--- config.mk ---
export PLATFORM = sky130hd
export DESIGN_NAME = status_led_pattern_sequencer_top
export DESIGN_NICKNAME = d
export VERILOG_FILES = /design/src/hw/rtl/slps_pkg.sv /design/src/hw/rtl/slps_scale.sv /design/src/hw/rtl/slps_core.sv /design/src/hw/rtl/status_led_pattern_sequencer_top.sv
export SDC_FILE = /design/constraint.sdc
export NUM_CORES = 1
export LEC_CHECK = 0
export BUFFER_PORTS_ARGS = -buffer_cell sky130_fd_sc_hd__buf_2
export CAP_MARGIN = 10
export CORE_MARGIN = 2
export CORE_UTILIZATION = 45
export DETAILED_ROUTE_END_ITERATION = 8
export PLACE_DENSITY = 0.75
export SYNTH_ARGS = -nofsm -noshare
export SYNTH_HDL_FRONTEND = slang
export SYNTH_SLANG_ARGS = --single-unit
--- constraint.sdc ---
create_clock -name clk -period 13.6 [get_ports clk]
set_input_delay 0.68 -clock clk [delete_from_list [all_inputs] [get_ports clk]]
set_output_delay 0.68 -clock clk [all_outputs]
set_load 0.01 [all_outputs]
--- src/hw/rtl/slps_pkg.sv ---
`default_nettype none
package slps_pkg;

	localparam int FADE_STEPS = 32;
	localparam int FADE_W     = $clog2(FADE_STEPS + 1);
	localparam int FADE_SHIFT = $clog2(FADE_STEPS);
	localparam int STEP_SHIFT = $clog2(2 * FADE_STEPS);
	localparam int STEP_W     = 16 - STEP_SHIFT;
	localparam int STATE_CNT  = 7;

	localparam logic [1:0] ACT_TICK  = 2'd0;
	localparam logic [1:0] ACT_STATE = 2'd1;
	localparam logic [1:0] ACT_LOAD  = 2'd2;

	localparam logic [4:0] LAST_NONE = 5'd16;

	typedef enum logic [1:0] {
		EFF_OFF   = 2'd0,
		EFF_SOLID = 2'd1,
		EFF_BLINK = 2'd2,
		EFF_PULSE = 2'd3
	} effect_t;

	typedef struct packed {
		logic [1:0]  action;
		logic [3:0]  app_state;
		logic [7:0]  pat_red;
		logic [7:0]  pat_green;
		logic [7:0]  pat_blue;
		logic [1:0]  pat_effect;
		logic [15:0] pat_on_ms;
		logic [15:0] pat_off_ms;
		logic [15:0] pat_period_ms;
	} slps_in_t;

	typedef struct packed {
		logic [7:0] red;
		logic [7:0] green;
		logic [7:0] blue;
	} slps_out_t;

	typedef struct packed {
		logic [7:0]  red;
		logic [7:0]  green;
		logic [7:0]  blue;
		effect_t     eff;
		logic [15:0] on_ms;
		logic [15:0] off_ms;
		logic [15:0] fade_period;
	} pattern_t;

	function automatic pattern_t state_pattern(input logic [3:0] st);
		pattern_t p;
		p = '{8'd0, 8'd0, 8'd0, EFF_OFF, 16'd0, 16'd0, 16'd0};
		case (st)
			4'd0:    p = '{8'd20, 8'd20, 8'd20, EFF_PULSE, 16'd0, 16'd0, 16'd1500};
			4'd1:    p = '{8'd0, 8'd30, 8'd0, EFF_SOLID, 16'd0, 16'd0, 16'd0};
			4'd2:    p = '{8'd0, 8'd0, 8'd50, EFF_BLINK, 16'd800, 16'd400, 16'd0};
			4'd3:    p = '{8'd0, 8'd60, 8'd0, EFF_BLINK, 16'd150, 16'd150, 16'd0};
			4'd4:    p = '{8'd0, 8'd50, 8'd0, EFF_SOLID, 16'd0, 16'd0, 16'd0};
			4'd5:    p = '{8'd0, 8'd40, 8'd40, EFF_BLINK, 16'd100, 16'd100, 16'd0};
			4'd6:    p = '{8'd60, 8'd0, 8'd0, EFF_BLINK, 16'd200, 16'd200, 16'd0};
			default: p = '{8'd0, 8'd0, 8'd0, EFF_OFF, 16'd0, 16'd0, 16'd0};
		endcase
		return p;
	endfunction

endpackage
`default_nettype wire

--- src/hw/rtl/slps_scale.sv ---
`default_nettype none
module slps_scale
	import slps_pkg::*;
(
	input  wire logic [7:0]        level,
	input  wire logic [FADE_W-1:0] fade,
	output logic      [7:0]        scaled
);

	logic [8+FADE_W-1:0] prod;

	always_comb begin
		prod   = {{FADE_W{1'b0}}, level} * {8'd0, fade};
		scaled = prod[FADE_SHIFT +: 8];
	end

endmodule
`default_nettype wire

--- src/hw/rtl/slps_core.sv ---
`default_nettype none
module slps_core
	import slps_pkg::*;
(
	input  wire logic      clk,
	input  wire logic      arst_n,
	input  wire logic      en,
	input  wire slps_in_t  req,
	output slps_out_t      color
);

	logic [7:0]        red_q, green_q, blue_q;
	effect_t           eff_q;
	logic [15:0]       on_q, off_q;
	logic [STEP_W-1:0] step_q;
	logic [15:0]       ms_q;
	logic [FADE_W-1:0] fade_q;
	logic              phase_q;
	logic [4:0]        last_q;

	logic [7:0]        red_d, green_d, blue_d;
	effect_t           eff_d;
	logic [15:0]       on_d, off_d;
	logic [STEP_W-1:0] step_d;
	logic [15:0]       ms_d;
	logic [FADE_W-1:0] fade_d;
	logic              phase_d;
	logic [4:0]        last_d;

	pattern_t          pat;
	logic              do_load;
	logic [15:0]       len;
	logic [15:0]       nlen;
	logic [16:0]       cnt1;
	logic [STEP_W-1:0] st_raw;
	logic [7:0]        sc_red, sc_green, sc_blue;

	always_comb begin
		red_d   = red_q;
		green_d = green_q;
		blue_d  = blue_q;
		eff_d   = eff_q;
		on_d    = on_q;
		off_d   = off_q;
		step_d  = step_q;
		ms_d    = ms_q;
		fade_d  = fade_q;
		phase_d = phase_q;
		last_d  = last_q;
		do_load = 1'b0;
		pat     = state_pattern(req.app_state);
		len     = phase_q ? off_q : on_q;
		nlen    = phase_q ? on_q : off_q;
		cnt1    = {1'b0, ms_q} + 17'd1;
		st_raw  = '0;

		case (req.action)
			ACT_TICK: begin
				if (eff_q == EFF_BLINK) begin
					if (len != 16'd0) begin
						if (cnt1 >= {1'b0, len}) begin
							ms_d = '0;
							if (nlen != 16'd0)
								phase_d = ~phase_q;
						end else begin
							ms_d = cnt1[15:0];
						end
					end
				end else if (eff_q == EFF_PULSE) begin
					if (cnt1 >= {{(17-STEP_W){1'b0}}, step_q}) begin
						ms_d = '0;
						if (!phase_q) begin
							if (fade_q < FADE_W'(FADE_STEPS))
								fade_d = fade_q + FADE_W'(1);
							else
								phase_d = 1'b1;
						end else begin
							if (fade_q != '0)
								fade_d = fade_q - FADE_W'(1);
							else
								phase_d = 1'b0;
						end
					end else begin
						ms_d = cnt1[15:0];
					end
				end
			end
			ACT_STATE: begin
				if ({1'b0, req.app_state} != last_q) begin
					last_d  = {1'b0, req.app_state};
					do_load = 1'b1;
				end
			end
			ACT_LOAD: begin
				pat     = '{req.pat_red, req.pat_green, req.pat_blue,
					effect_t'(req.pat_effect), req.pat_on_ms, req.pat_off_ms,
					req.pat_period_ms};
				do_load = 1'b1;
			end
			default: ;
		endcase

		if (do_load) begin
			red_d   = pat.red;
			green_d = pat.green;
			blue_d  = pat.blue;
			eff_d   = pat.eff;
			on_d    = pat.on_ms;
			off_d   = pat.off_ms;
			st_raw  = pat.fade_period[15:STEP_SHIFT];
			step_d  = (st_raw == '0) ? STEP_W'(1) : st_raw;
			ms_d    = '0;
			fade_d  = '0;
			// start in the off phase when the on phase is empty
			phase_d = (pat.eff == EFF_BLINK) && (pat.on_ms == 16'd0);
		end
	end

	slps_scale u_scale_r (.level(red_d),   .fade(fade_d), .scaled(sc_red));
	slps_scale u_scale_g (.level(green_d), .fade(fade_d), .scaled(sc_green));
	slps_scale u_scale_b (.level(blue_d),  .fade(fade_d), .scaled(sc_blue));

	always_comb begin
		color = '0;
		if (eff_d == EFF_SOLID || (eff_d == EFF_BLINK && !phase_d))
			color = '{red_d, green_d, blue_d};
		else if (eff_d == EFF_PULSE)
			color = '{sc_red, sc_green, sc_blue};
	end

	always_ff @(posedge clk or negedge arst_n) begin
		if (!arst_n) begin
			red_q   <= '0;
			green_q <= '0;
			blue_q  <= '0;
			eff_q   <= EFF_OFF;
			on_q    <= '0;
			off_q   <= '0;
			step_q  <= STEP_W'(1);
			ms_q    <= '0;
			fade_q  <= '0;
			phase_q <= 1'b0;
			last_q  <= LAST_NONE;
		end else if (en) begin
			red_q   <= red_d;
			green_q <= green_d;
			blue_q  <= blue_d;
			eff_q   <= eff_d;
			on_q    <= on_d;
			off_q   <= off_d;
			step_q  <= step_d;
			ms_q    <= ms_d;
			fade_q  <= fade_d;
			phase_q <= phase_d;
			last_q  <= last_d;
		end
	end

endmodule
`default_nettype wire

--- src/hw/rtl/status_led_pattern_sequencer_top.sv ---
`default_nettype none
// channel | valid     | stall     | payload
// request | req_valid | req_stall | req (slps_in_t)
// led     | led_valid | led_stall | led (slps_out_t)
//
// Each request is registered, then updated against the pattern state and the
// resulting color is registered into led.
// One request per cycle is taken while led is not stalled; the pattern state update is the only loop.
// Reset clears the pattern to off and marks no application state seen.
// A stall on led holds the result and backs up into req_stall in the same cycle.
module status_led_pattern_sequencer_top
	import slps_pkg::*;
(
	input  wire logic      clk,
	input  wire logic      arst_n,
	input  wire logic      req_valid,
	output logic           req_stall,
	input  wire slps_in_t  req,
	output logic           led_valid,
	input  wire logic      led_stall,
	output slps_out_t      led
);

	logic      s1_valid;
	slps_in_t  req_s1;
	logic      led_ready;
	logic      advance;
	slps_out_t color;

	assign led_ready = !led_valid || !led_stall;
	assign advance   = s1_valid && led_ready;
	assign req_stall = s1_valid && !led_ready;

	always_ff @(posedge clk or negedge arst_n) begin
		if (!arst_n) begin
			s1_valid <= 1'b0;
		end else if (!req_stall) begin
			s1_valid <= req_valid;
		end
	end

	always_ff @(posedge clk) begin
		if (req_valid && !req_stall)
			req_s1 <= req;
	end

	slps_core u_core (
		.clk    (clk),
		.arst_n (arst_n),
		.en     (advance),
		.req    (req_s1),
		.color  (color)
	);

	always_ff @(posedge clk or negedge arst_n) begin
		if (!arst_n) begin
			led_valid <= 1'b0;
		end else if (led_ready) begin
			led_valid <= advance;
		end
	end

	// hold the result until it is taken
	always_ff @(posedge clk) begin
		if (advance)
			led <= color;
	end

	a_stall_needs_s1: assert property (@(posedge clk) disable iff (!arst_n)
		req_stall |-> s1_valid)
		else $error("request stalled with empty input stage");

	a_empty_out_no_stall: assert property (@(posedge clk) disable iff (!arst_n)
		!led_valid |-> !req_stall)
		else $error("request stalled while result register is empty");

	a_advance_gives_result: assert property (@(posedge clk) disable iff (!arst_n)
		advance |=> led_valid)
		else $error("advanced request produced no result");

	a_blocked_s1_holds: assert property (@(posedge clk) disable iff (!arst_n)
		(s1_valid && !led_ready) |=> (s1_valid && $stable(req_s1)))
		else $error("blocked input stage lost its request");

endmodule
`default_nettype wire
# Word-level counts from Yosys, hierarchy flattened
# Index checks and enable logic that the tools add are counted.
# word_totals
register_bits	202
inputBits	84
output_inout_bits	26
wordCells	114
# op_classes
add_sub_neg	3
multipliers	3
magnitude_cmp	3
eq_ne	16
mux	39
n_bitwise	1
n_reduce_logical	24
# op_table
operator	count
72-bit one-hot mux with 7 select lines	1
16-bit 2-to-1 mux	9
74-bit 2-to-1 mux	1
24-bit 2-to-1 mux	2
6-bit 2-to-1 mux	8
8-bit by 6-bit multiplier with 13-bit output	3
16-bit nonzero test	2
8-bit 2-to-1 mux	3
16-bit by 1-bit adder with 17-bit output (second input constant)	1
17-bit by 10-bit >= comparator with 1-bit output	1
17-bit by 16-bit >= comparator with 1-bit output	1
16-bit zero test	1
2-bit equality test (second input constant)	6
4-bit by 3-bit equality test with 1-bit output (second input constant)	3
1-bit 2-to-1 mux	12
10-bit zero test	1
10-bit 2-to-1 mux	1
4-bit by 2-bit equality test with 1-bit output (second input constant)	2
6-bit by 1-bit adder with 6-bit output (second input constant)	1
6-bit < comparator (second input constant)	1
6-bit nonzero test	1
6-bit by 1-bit subtractor with 6-bit output (second input constant)	1
1-bit logical AND	5
1-bit zero test	5
15 further kinds	17

# Depth between registers and ports, before layout
# Gate-level depths: netlist (run 1).
# depth
ltp_word	12
mapped_depth	31
mapped_depth_nobuf	29

# By module
# Synthesis (run 1) repeated with hierarchy kept, for this count alone.
# hier_totals
hier_cells	1408
area_unflattened_um2	14149.8
# modules_own_cells
mod	n_inst	cells_per_inst	area_per_inst_um2	seq_area_each_um2
slps_core	1	811	6779.0	2404.8
status_led_pattern_sequencer_top	1	112	3215.6	3173.0
slps_scale at u_core.u_scale_b ...	2	166	1403.8	0.0
slps_scale at u_core.u_scale_r	1	153	1347.5	0.0

# Least setup slack after synthesis (run 1)
# OpenSTA, ideal clock, no wires.
# synth_path
path_kind	reg2reg
start	register u_core.ms_q[0]
end	register led[23] (netlist name) (data pin)
setup_time_ns	0.275
t_arrival_ns	6.888
required_ns	13.325
path_slack_ns	6.436
path_stages_with_launch	29
n_path_buf	2
synth_period_minus_slack_ns	7.164
path_cell_list	dfrtp_1 ha_1 nand3_1 buf_2 xnor2_1 ha_1 or4_1 a21oi_1 a2111o_1 o2111ai_2 o21ai_2 mux2i_1 inv_1 nand2_1 clkbuf_1 nor2_1 fa_1 fa_1 inv_1 fa_1 inv_1 ha_1 nand2_1 or4_1 a2111oi_4 o31a_2 o21ai_1 a211oi_2 o221ai_2
# synth_lines
item	line_no	rtl
from (decl)	slps_core.sv:16	logic [15:0] ms_q;
from (signal assigned)	slps_core.sv:152	ms_q <= ms_d;
to (signal assigned)	status_led_pattern_sequencer_top.sv:66	led <= color;
to (decl)	status_led_pattern_sequencer_top.sv:21	output slps_out_t led

==> impl_results.md, run 1 <==
* Maximum operating frequency at 118 MHz
* Std-Cell Core Area at 28,900 µm²
* Initial core utilization at between 40% and 50%
* Number of enable-type register cells in the synthesized netlist at 98
* Largest area contributor in the netlist: sky130_fd_sc_hd__edfxtp_1
* Kind of capture point of the worst setup path: register
* Ys flop type: sky130_fd_sc_hd__edfxtp_1
* Aggregate global routing overflow at 0
* Drt initial violations at 781
* Met1 track demand over resource in global routing at ~27%
* Net count reported at finish at around 1,700
* Die span in x at 176 µm
* IO buf count at 103
* Number of buffers added to fix hold violations after cts at 0
* Switching share of power at 32.6%
* Max FO, Critical Path at 14
* Remaining antenna violation count at 0
* Static leakage at 0.00660 µW
* First drt pass iteration count at 5
* Category of the most critical setup path: reg2reg
* Filler cells at 2,552
* Async SR Flop Fraction at 50.0%
* Combined global-route utilization of all metal layers at 20.4%
* Shortest period the worst path allows at approximately 8.4 ns
* Clock buffer count from CTS at 17
* Final cell count without fillers at 1,809
* Dominant cells by area after synthesis: sky130_fd_sc_hd__edfxtp_1, sky130_fd_sc_hd__dfrtp_1, sky130_fd_sc_hd__fa_1
* Average cell area after synthesis at 9.86 µm²
* Post-synthesis instance area at 13,200 µm²
* Most used standard cells in the synthesized netlist: sky130_fd_sc_hd__nor2_1, sky130_fd_sc_hd__inv_1, sky130_fd_sc_hd__nand2_1
* Fraction of synthesized cell area taken by the top area cell type at 22.2%
* Worst reg-to-reg path cell count at 27
* Last weighted congestion value of the routability-driven placer at just over 0.9
* Busiest metal layer after global routing: met2
* Run status: finished, final reports clean
* Synthesized Nets at 1,582
* Post-route fraction of the period consumed by the critical path at between 60% and 70%
* Vias in the first global route at a little over 10,000
* Final wirelength at approximately 30,000 µm
* Clock edge transition at the registers on the reported setup and hold paths at 0.08 ns
* Critical path data arrival time at 8.62 ns
* Largest net degree at the start of global routing at 75
* Cell-internal power at 1090 µW
* CTS Root Cell: sky130_fd_sc_hd__clkbuf_16
* Overall power of the completed layout at 1620 µW
* Final setup skew at 0.0156 ns
* Cell seen most often among critical-path stages: sky130_fd_sc_hd__nor2_1
* Yosys warning total at 0
* Site Rows at 62
* Clock share of power at 33.4%
* Slew HR at between 30% and 40%
* Required time at the endpoint of the critical path at 13.78 ns
* Later-pin clock latency in the skew report at around 0.46 ns
* Fraction of met3 tracks used by global routing at 4.89%
* Count of pins over their slew limit at 0
* Global-route wire length before repair at approximately 50,000 µm
* Number of distinct standard cells referenced by the synthesized netlist at 75
* Total setup buffers inserted after CTS at 0
* Min-delay worst type: in2async
* Power per cell area at 110 nW/µm²
* Yosys reg bits at a little under 200
* Residual DRC count at 0
* Met2 Resource Use GR at 32.9%
* Floorplan die area at 30,800 µm²
* Layout cells sized above 1 at between 10% and 20%
* Sequential share of power at 46.5%
* Setup crit start kind: register
* Antenna diodes at 0
* Transition at the pin with the smallest max-transition slack at 1.02 ns
* DR WL/cell at about 17 µm
* Cell count after placement at 1,777
* CP max-delay cell: sky130_fd_sc_hd__nand2_1
* Final Setup Violations at 0
* Number of instances resized during post-cts repair at 0
* Fraction of power consumed by combinational cells at 20.1%
* Number of sinks on the clock net at 196
* Antenna violations before repair at 0
* Post-detail-place hpwl at 21,800 µm
* DR vias/cell at approximately 5.6
* VDD IR-drop max at 0.000101 V
* Delay of the slowest cell on the worst path at 0.58 ns
* Sequential cell area fraction in the yosys report at roughly two fifths
* Util after Layout at 51.1%
* Maximum count of clock buffers along a single path at 2
* Cell with the most instances after synthesis: sky130_fd_sc_hd__nor2_1
* Switch Pwr at approximately 530 µW
* Final Hold Fails at 0
* Layout overhead on the synthesized area at 11.4%
* Post-synthesis instance total at 1,343
* Num ports at 110
* Overall die height at 176 µm
* Max-cap check violation count at 0
* TritonCTS clock tree: built
* Total via count in the routed design at 10,114
* Unrepaired setup endpoints after global routing: no
* Number of levels in the clock H-tree at 4
* Total negative slack at 0 ns
## through the flow
step	setup WS, ns	area (µm²)	hold WS [ns]
after global placement	5.44	14100	0.462
after CTS	5.25	14800	0.288
after global routing	4.65	14800	0.313
final	5.16	14800	0.243
after detailed placement	5.26	14100	0.477
after floorplan	6.44	13200	0.384
## layout make-up
class                   count  area (µm²)  area share (%)
multi-input cells         955        7140            48.4
well taps                 384         480            3.26
repair buffers            117         623            4.22
inverters                 125         469            3.18
clock buffers              17         425            2.88
flip-flops and latches    196        5400            36.6
clock inverters            15         213            1.44
## worst paths after layout
| path | start | end | slack (ns) |
|---|---|---|---|
| worst min-delay path | arst_n | u_core.on_q[13]$_DFFE_PN0P_ | 0.24 |
| min in group clk | req[14] | req_s1[14]$_DFFE_PP_ | 0.39 |
| max in group asynchronous | arst_n | u_core.blue_q[3]$_DFFE_PN0P_ | 12.24 |
| worst max register to register | u_core.ms_q[0]$_DFFE_PN0P_ | led[23]$_DFFE_PP_ | 5.16 |
| worst max-delay path | u_core.ms_q[0]$_DFFE_PN0P_ | led[23]$_DFFE_PP_ | 5.16 |
| worst min register to register | u_core.red_q[6]$_DFFE_PN0P_ | u_core.red_q[6]$_DFFE_PN0P_ | 0.50 |
## layout by cell type (no fill, tap or decap), types with 5 or more instances in the layout
cell type                   Yosys  layout
sky130_fd_sc_hd__o22ai_1       18      18
sky130_fd_sc_hd__buf_4          2      15
sky130_fd_sc_hd__o21ai_0       93      93
sky130_fd_sc_hd__o21ai_1        5       5
sky130_fd_sc_hd__ha_1          86      85
sky130_fd_sc_hd__inv_1        124     124
sky130_fd_sc_hd__edfxtp_1      98      98
sky130_fd_sc_hd__xor2_1        24      24
sky130_fd_sc_hd__a21o_1        19      19
sky130_fd_sc_hd__mux2i_1       21      21
sky130_fd_sc_hd__nor2_1       153     153
sky130_fd_sc_hd__nand3_1       35      35
sky130_fd_sc_hd__nor3_1        23      23
sky130_fd_sc_hd__a211oi_1      11      11
sky130_fd_sc_hd__a22o_1        10      10
sky130_fd_sc_hd__o32ai_1        7       7
sky130_fd_sc_hd__and3_1         8       8
sky130_fd_sc_hd__xnor2_1       23      23
sky130_fd_sc_hd__nand4_1        5       5
sky130_fd_sc_hd__nand2_1      116     115
sky130_fd_sc_hd__a32o_1         9       9
sky130_fd_sc_hd__nor4_1        16      16
sky130_fd_sc_hd__a21oi_1       68      68
sky130_fd_sc_hd__clkbuf_16      0      17
sky130_fd_sc_hd__or3_1         11      11
sky130_fd_sc_hd__or4_1          6       6
sky130_fd_sc_hd__or2_2         19      19
sky130_fd_sc_hd__nand2b_1      12      12
sky130_fd_sc_hd__buf_2          3     102
sky130_fd_sc_hd__fa_1          69      69
sky130_fd_sc_hd__dfrtp_1       96      96
sky130_fd_sc_hd__a22oi_1       13      13
## power by group through the flow
stage,combinational (µW),clock (µW),sequential (µW)
CTS,326,546,755
detailed placement,322,0,767
global placement,316,0,764
global route,367,571,764
finish,327,542,756
floorplan,224,0,754
## routing by layer
metal	share of wire [%]	vias to the layer above
li1	-	4828
met1	44	4905
met2	47	336
met3	6.5	45
met4	2.4	0
met5	0	-
## critical path, delay by kind of cell, from the launching register on
family                   cells  cell delay (ns)
AO/OA/AOI/OAI                8             1.51
XOR/XNOR                     1             0.37
adder cells (fa/ha/maj)      6             2.42
buffers and inverters        2             0.09
flip-flops                   1             0.48
AND/OR/NAND/NOR             10             3.29
## cells by family (layout without fill, tap and decap cells)
group | after synthesis | in the layout | share of synthesized area [%]
fa+ha+maj | 155 | 155 | 18.6
compound gates | 300 | 300 | 14.8
mux | 27 | 27 | 2.21
buf+inv | 192 | 274 | 5.53
xor+xnor | 47 | 47 | 3.11
simple gates | 426 | 426 | 15.0
flops | 196 | 196 | 40.8
## registers in the layout, indices dropped and copies added, names as in the netlist, 8 cells and up
register        cells
u_core.ms_q        16
u_core.step_q      10
u_core.blue_q       8
u_core.red_q        8
u_core.green_q      8
req_s1             74
u_core.on_q        16
led                24
u_core.off_q       16
Note: power is estimated with default switching activity, not from simulation.
==> run 2, diff against run 1 <==
--- a/config.mk
+++ b/config.mk
@@ -5,6 +5,7 @@
 export SDC_FILE = /design/constraint.sdc
 export NUM_CORES = 1
 export LEC_CHECK = 0
+export ABC_AREA = 1
 export BUFFER_PORTS_ARGS = -buffer_cell sky130_fd_sc_hd__buf_2
 export CAP_MARGIN = 10
 export CORE_MARGIN = 2
==> constraint.sdc (replaced) <==
create_clock -name clk -period 8.05 [get_ports clk]
set_input_delay 0.4025 -clock clk [delete_from_list [all_inputs] [get_ports clk]]
set_output_delay 0.4025 -clock clk [all_outputs]
set_load 0.01 [all_outputs]
==> run 2 against run 1 <==
Compared with the run above:
- die area increased by 3.0%
- register-to-register slack got worse by 4.1 ns
- clock-buffer cell count unchanged
- power increased by 100%
- final cell count increased by 18%
- final area increased by 2.9%
- utilization about the same
- critical path type unchanged
- critical endpoint unchanged
- largest cell class unchanged
==> impl_results.md, run 2 <==
* Final wirelength at 32,600 µm (+7.6%)
* Largest area contributor in the netlist: sky130_fd_sc_hd__edfxtp_1
* Transition at the pin with the smallest max-transition slack at 1.06 ns (+0.0358 ns)
* Yosys reg bits at 196 (unchanged)
* Slew HR at 28.6% (-1.7 points)
* Final cell count without fillers at 2,126 (+18%)
* Aggregate global routing overflow at 0 (unchanged)
* Power per cell area at 218 nW/µm² (+98%)
* CP max-delay cell: sky130_fd_sc_hd__fa_1
* First drt pass iteration count at 5 (unchanged)
* Residual DRC count at 0 (unchanged)
* Worst hold path depth at 1
* Std-Cell Core Area at 29,700 µm² (+3.0%)
* Final Hold Fails at 0 (unchanged)
* Synthesized Nets at 1,875 (+19%)
* Initial core utilization at 45.9% (about the same)
* Critical register-to-register path startpoint: u_core.ms_q[0]$_DFFE_PN0P_
* Post-detail-place hpwl at 24,000 µm (+9.8%)
* Critical path data arrival time at 7.17 ns (-1.45 ns)
* Number of enable-type register cells in the synthesized netlist at 98 (unchanged)
* Unrepaired setup endpoints after global routing: no
* Combined global-route utilization of all metal layers at 21.7% (+1.3 points)
* Most used cells in the layout excluding fill and tap cells: sky130_fd_sc_hd__nand2_1, sky130_fd_sc_hd__inv_1, sky130_fd_sc_hd__nor2_1
* Sequential cell area fraction in the yosys report at 39.6% (-1.2 points)
* Vias in the first global route at 11,351 (+12%)
* Final Setup Violations at 0 (unchanged)
* Number of instances resized during post-cts repair at 0 (unchanged)
* VDD IR-drop max at 0.000144 V (+42%)
* Overall die height at 178 µm (+1.5%)
* Number of sinks on the clock net at 196 (unchanged)
* Static leakage at 0.00742 µW (+12%)
* Number of distinct standard cells referenced by the synthesized netlist at 52 (-31%)
* Clock edge transition at the registers on the reported setup and hold paths at 0.08 ns (about the same)
* Die span in x at 178 µm (+1.5%)
* Maximum count of clock buffers along a single path at 2 (unchanged)
* Max-cap check violation count at 0 (unchanged)
* Clock buffer count from CTS at 17 (unchanged)
* Global-route wire length before repair at 54,700 µm (+8.9%)
* Floorplan die area at 31,700 µm² (+3.0%)
* Post-synthesis instance total at 1,636 (+22%)
* Cell-internal power at 2020 µW (+85%)
* CTS Root Cell: sky130_fd_sc_hd__clkbuf_16
* Number of flip-flops under the largest register name at 74 (unchanged)
* Switching share of power at 38.9% (+6.3 points)
* Switch Pwr at 1290 µW (+140%)
* Critical hold path startpoint: req[11]
* R2r setup slk at 1.09 ns (-4.06 ns)
* Number of levels in the clock H-tree at 4 (unchanged)
* Commonest non-fill, non-tap cell in the layout: sky130_fd_sc_hd__nand2_1
* Clock share of power at 26.5% (-6.9 points)
* Sequential share of power at 41.9% (-4.6 points)
* Worst setup path startpoint: u_core.ms_q[0]$_DFFE_PN0P_
* Post-synthesis instance area at 13,600 µm² (+3.0%)
* Layout overhead on the synthesized area at 11.2%
* Min-delay worst type: in2reg
* Site Rows at 63 (+1.6%)
* Reg-to-reg critical path endpoint: led[23]$_DFFE_PP_
* Dominant cells by area after synthesis: sky130_fd_sc_hd__edfxtp_1, sky130_fd_sc_hd__dfrtp_1, sky130_fd_sc_hd__nand2_1
* Remaining antenna violation count at 0 (unchanged)
* Delay of the slowest cell on the worst path at 0.54 ns (-0.04 ns)
* Antenna violations before repair at 0 (unchanged)
* Category of cells accounting for the largest share of critical-path delay: adder cells
* Num ports at 110 (unchanged)
* Most used standard cells in the synthesized netlist: sky130_fd_sc_hd__nand2_1, sky130_fd_sc_hd__inv_1, sky130_fd_sc_hd__nor2_1
* Kind of capture point of the worst setup path: register
* Category of the most critical setup path: reg2reg
* Top Registers: req_s1 x74, led x24
* Fraction of met3 tracks used by global routing at 3.47% (-1.4 points)
* Max FO, Critical Path at 14 (unchanged)
* Last weighted congestion value of the routability-driven placer at 0.927 (+2.3%)
* Async SR Flop Fraction at 50.0% (unchanged)
* Met1 track demand over resource in global routing at 29.2% (+2.0 points)
* Cell count after placement at 2,092 (+18%)
* Total negative slack at 0 ns (unchanged)
* Run status: finished, final reports clean
* Later-pin clock latency in the skew report at 0.46 ns (about the same)
* Setup crit start kind: register
* Terminating pin of the worst hold path: req_s1[11]$_DFFE_PP_
* Worst Path Buf+Inv at 7 (+5)
* Met2 Resource Use GR at 35.4% (+2.5 points)
* DR vias/cell at 5.37 (-3.9%)
* Fraction of power consumed by combinational cells at 31.6% (+12 points)
* Final setup skew at 0.00890 ns (-0.00669 ns)
* Cell with the most instances after synthesis: sky130_fd_sc_hd__nand2_1
* DR WL/cell at 15.3 µm (-8.5%)
* Largest net degree at the start of global routing at 85 (+13%)
* Cell seen most often among critical-path stages: sky130_fd_sc_hd__inv_1
* Net count reported at finish at 1,962 (+19%)
* Fraction of synthesized cell area taken by the top area cell type at 21.6% (-0.66 points)
* Layout cells sized above 1 at 10.9% (-3.2 points)
* Overall power of the completed layout at 3310 µW (+100%)
* Yosys warning total at 0 (unchanged)
* Required time at the endpoint of the critical path at 8.26 ns (-5.52 ns)
* Busiest metal layer after global routing: met2
* Antenna diodes at 0 (unchanged)
* Total via count in the routed design at 11,424 (+13%)
* Filler cells at 2,661 (+4.3%)
* Largest Register: req_s1
* Average cell area after synthesis at 8.34 µm² (-15%)
* Ys flop type: sky130_fd_sc_hd__edfxtp_1
* Count of pins over their slew limit at 0 (unchanged)
* Drt initial violations at 1,074 (+38%)
* IO buf count at 103 (unchanged)
* Shortest period the worst path allows at 6.96 ns (-1.49 ns)
* Maximum operating frequency at 144 MHz (+21%)
* Post-route fraction of the period consumed by the critical path at 86.4% (+24 points)
* Worst reg-to-reg path cell count at 33 (+22%)
* TritonCTS clock tree: built
-- run 2: how the worst max path moves through the flow --
stage | cells after the start | endpoint
after global routing | 33 | led[23]$_DFFE_PP_
after CTS | 33 | led[23]$_DFFE_PP_
after detailed placement | 33 | led[23]$_DFFE_PP_
after floorplan | 32 | led[23]$_DFFE_PP_
final | 33 | led[23]$_DFFE_PP_
after global placement | 33 | led[23]$_DFFE_PP_
-- run 2: cell type report --
cell class                      instances  area [µm²]  share of cell area [%]
Clock inverter                         15         189                    1.24
Multi-Input combinational cell       1119        7030                    46.3
Clock buffer                           17         425                    2.80
Tap cell                              390         488                    3.22
Inverter                              272        1020                    6.73
Timing Repair Buffer                  117         626                    4.12
Sequential cell                       196        5400                    35.6
-- run 2: per-layer routing --
layer	routed length, µm	share of wire, %	up-vias
li1	-	-	5487
met1	14300	44	5434
met2	15300	47	431
met3	2190	6.7	72
met4	854	2.6	0
met5	0	0	-
-- run 2: through the flow --
stage	util, %	hold slack [ns]	area, µm²	setup WS, ns
floorplan	-	0.107	13600	2.15
global placement	48.9	0.399	14500	1.29
detailed placement	48.9	0.405	14500	1.25
CTS	51.0	0.107	15200	1.16
global route	51.1	0.103	15200	0.563
finish	51.1	0.114	15200	1.09
-- run 2: kinds of logic after synthesis --
group / after synthesis / share of synthesized area, %
AND/OR/NAND/NOR: 701 / 21.9
buffers and inverters: 321 / 9.02
AO/OA/AOI/OAI: 236 / 9.76
flip-flops: 196 / 39.6
adder cells (fa/ha/maj): 155 / 18.0
XOR/XNOR: 24 / 1.54
multiplexers: 3 / 0.229
-- run 2: what timing repair did --
| action | in CTS | in global routing |
|---|---|---|
| hold buffers | 1 | 0 |
| hold endpoints to repair | 37 | 0 |
| setup buffers | 0 | 0 |
-- run 2: worst reg2reg max path, delay by kind of cell (launching register included) --
family	cells	cell delay, ns
adder cells (fa/ha/maj)	6	2.46
AND/OR/NAND/NOR	14	1.59
buffers and inverters	7	0.99
AO/OA/AOI/OAI	5	0.95
flip-flops	1	0.50
XOR/XNOR	1	0.17
-- run 2: power by group through the flow --
| stage | clock network (µW) | logic (µW) | registers, µW |
|---|---|---|---|
| finish | 878 | 1050 | 1390 |
| global placement | 0 | 989 | 1400 |
| CTS | 888 | 1040 | 1380 |
| detailed placement | 0 | 1020 | 1400 |
| floorplan | 0 | 734 | 1370 |
| global route | 926 | 1190 | 1410 |
==> run 3, diff against run 2 <==
--- a/config.mk
+++ b/config.mk
@@ -8,10 +8,11 @@
 export ABC_AREA = 1
 export BUFFER_PORTS_ARGS = -buffer_cell sky130_fd_sc_hd__buf_2
 export CAP_MARGIN = 10
-export CORE_MARGIN = 2
+export CELL_PAD_IN_SITES_DETAIL_PLACEMENT = 0
+export CELL_PAD_IN_SITES_GLOBAL_PLACEMENT = 1
 export CORE_UTILIZATION = 45
 export DETAILED_ROUTE_END_ITERATION = 8
-export PLACE_DENSITY = 0.75
+export PLACE_DENSITY = 0.91
 export SYNTH_ARGS = -nofsm -noshare
 export SYNTH_HDL_FRONTEND = slang
 export SYNTH_SLANG_ARGS = --single-unit
==> run 3 against run 2 <==
Compared with the run above:
- register-to-register slack gained 0.07 ns
- setup slack gained 0.070 ns
- sequential share of layout area grew 0.079 points
- clock skew grew 0.0014 ns
- sequential cell count is the same
- critical path type unchanged
==> impl_results.md, run 3 (synthesized netlist as in run 2, its figures left out) <==
* Cell seen most often among critical-path stages: sky130_fd_sc_hd__inv_1
* Global-route wire length before repair at 55,200 µm (+1.0%)
* Area post-placement at 14,500 µm² (about the same)
* Final setup skew at 0.0103 ns (+0.00144 ns)
* First drt pass iteration count at 5 (unchanged)
* Run status: finished, final reports clean
* Remaining antenna violation count at 0 (unchanged)
* Layout overhead on the synthesized area at 11.0%
* Number of levels in the clock H-tree at 4 (unchanged)
* Number of sinks on the clock net at 196 (unchanged)
* Min-delay worst type: in2reg
* Transition at the pin with the smallest max-transition slack at 1.16 ns (+0.0984 ns)
* Kind of capture point of the worst setup path: register
* Clock share of power at 25.8% (-0.7 points)
* Sequential share of power at 42.4% (+0.5 points)
* Die span in x at 176 µm (-1.1%)
* Post-route fraction of the period consumed by the critical path at 85.6% (-0.87 points)
* DR WL/cell at 15.5 µm (+1.1%)
* Worst setup path startpoint: u_core.ms_q[0]$_DFFE_PN0P_
* Layout cells sized above 1 at 10.9% (-0.051 points)
* Clock edge transition at the registers on the reported setup and hold paths at 0.08 ns (about the same)
* Initial core utilization at 45.9% (unchanged)
* Max FO, Critical Path at 14 (unchanged)
* Category of the most critical setup path: reg2reg
* Floorplan die area at 31,000 µm² (-2.2%)
* Final Setup Violations at 0 (unchanged)
* Net count reported at finish at 1,961 (-0.051%)
* Maximum count of clock buffers along a single path at 2 (unchanged)
* CTS Root Cell: sky130_fd_sc_hd__clkbuf_16
* CP max-delay cell: sky130_fd_sc_hd__fa_1
* Post-detail-place hpwl at 24,600 µm (+2.6%)
* IO buf count at 103 (unchanged)
* Switching share of power at 38.7% (-0.27 points)
* Antenna diodes at 0 (unchanged)
* Total via count in the routed design at 11,215 (-1.8%)
* Required time at the endpoint of the critical path at 8.25 ns (about the same)
* Top Registers: req_s1 x74, led x24
* Final Hold Fails at 0 (unchanged)
* Largest Register: req_s1
* Filler cells at 2,741 (+3.0%)
* Number of flip-flops under the largest register name at 74 (unchanged)
* Aggregate global routing overflow at 0 (unchanged)
* Total negative slack at 0 ns (unchanged)
* Total setup buffers inserted after CTS at 0 (unchanged)
* Critical register-to-register path startpoint: u_core.ms_q[0]$_DFFE_PN0P_
* DR vias/cell at 5.28 (-1.8%)
* TritonCTS clock tree: built
* Later-pin clock latency in the skew report at 0.45 ns (about the same)
* Post-route design area at 15,100 µm² (-0.22%)
* Max-cap check violation count at 0 (unchanged)
* Number of buffers added to fix hold violations after cts at 1 (unchanged)
* Setup crit start kind: register
* Shortest period the worst path allows at 6.89 ns (-0.0697 ns)
* Count of pins over their slew limit at 0 (unchanged)
* Last weighted congestion value of the routability-driven placer at 0.854 (-7.8%)
* Drt initial violations at 908 (-15%)
* Util after Layout at 51.0% (-0.11 points)
* Most used cells in the layout excluding fill and tap cells: sky130_fd_sc_hd__nand2_1, sky130_fd_sc_hd__inv_1, sky130_fd_sc_hd__nor2_1
* Num ports at 110 (unchanged)
* Maximum operating frequency at 145 MHz (+1.0%)
* Fraction of power consumed by combinational cells at 31.8% (+0.2 points)
* Unrepaired setup endpoints after global routing: no
* Antenna violations before repair at 0 (unchanged)
* Std-Cell Core Area at 29,700 µm² (unchanged)
* Final wirelength at 33,000 µm (+1.0%)
* Residual DRC count at 0 (unchanged)
* Critical hold path startpoint: req[23]
* Largest net degree at the start of global routing at 85 (unchanged)
* Critical path data arrival time at 7.08 ns (-0.09 ns)
* Power per cell area at 217 nW/µm² (-0.77%)
* Switch Pwr at 1270 µW (-1.7%)
* Slew HR at 22.3% (-6.3 points)
* Combined global-route utilization of all metal layers at 22.5% (+0.88 points)
* Site Rows at 63 (unchanged)
* Cell-internal power at 2010 µW (-0.56%)
* Overall die height at 176 µm (-1.1%)
* Static leakage at 0.00740 µW (-0.30%)
* Clock buffer count from CTS at 17 (unchanged)
* Number of instances resized during post-cts repair at 0 (unchanged)
* Commonest non-fill, non-tap cell in the layout: sky130_fd_sc_hd__nand2_1
* Vias in the first global route at 11,148 (-1.8%)
* Delay of the slowest cell on the worst path at 0.55 ns (about the same)
* VDD IR-drop max at 0.000128 V (-11%)
[run 3: cell types whose count changed in the layout (fill, tap and decap cells not counted), sizes merged]
cell      before  now
buf          116  115
clkinv         7    8
clkinvlp       0    2
inv          280  277
[run 3: cell type report]
class	count	area [µm²]	area share (%)
multi-input cells	1119	7030	46.4
flip-flops and latches	196	5400	35.6
clock inverters	15	163	1.07
clock buffers	17	425	2.81
well taps	390	488	3.22
repair buffers	116	618	4.08
inverters	272	1020	6.74
[run 3: final timing paths]
kind                                                end  slack [ns]  cells past startpoint
max                                   led[23]$_DFFE_PP_        1.16                     33
min                                req_s1[23]$_DFFE_PP_        0.13                      1
max reg2reg                           led[23]$_DFFE_PP_        1.16                     33
min reg2reg                u_core.last_q[4]$_DFFE_PN1P_        0.44                      2
max in group asynchronous  u_core.fade_q[4]$_DFFE_PN0P_        6.40                      3
min in group asynchronous   u_core.off_q[1]$_DFFE_PN0P_        0.51                      2
[run 3: power by group through the flow]
stage | clock, µW | sequential [µW] | combinational, µW
after global routing | 897 | 1410 | 1190
after global placement | 0 | 1400 | 1010
after CTS | 860 | 1390 | 1040
final | 846 | 1390 | 1040
after floorplan | 0 | 1370 | 734
after detailed placement | 0 | 1410 | 1030
[run 3: layer usage]
metal / global-route usage (%) / vias to the layer above / routed length (µm) / part of all wire [%]
li1: - / 5481 / - / -
met1: 30.8 / 5330 / 15000 / 46
met2: 36.4 / 348 / 15300 / 46
met3: 3.96 / 56 / 1960 / 6.0
met4: 7.03 / 0 / 693 / 2.1
met5: 0 / - / 0 / 0
[run 3: per-stage QoR]
stage	hold slack, ns	power (µW)	std cells	setup WS, ns
2_1_floorplan	0.107	2110	1636	2.15
3_3_place_gp	0.430	2410	2091	1.29
3_5_place_dp	0.432	2440	2091	1.23
4_1_cts	0.120	3290	2124	1.17
5_1_grt	0.117	3500	2125	0.540
6_report	0.127	3280	2125	1.16
[run 3: critical path: cells and delay by family, from the launching register on]
| kind | cells | cell delay, ns |
|---|---|---|
| AND/OR/NAND/NOR | 14 | 1.58 |
| XOR/XNOR | 1 | 0.17 |
| adder cells (fa/ha/maj) | 6 | 2.49 |
| flip-flops | 1 | 0.49 |
| AO/OA/AOI/OAI | 5 | 0.90 |
| buffers and inverters | 7 | 0.98 |
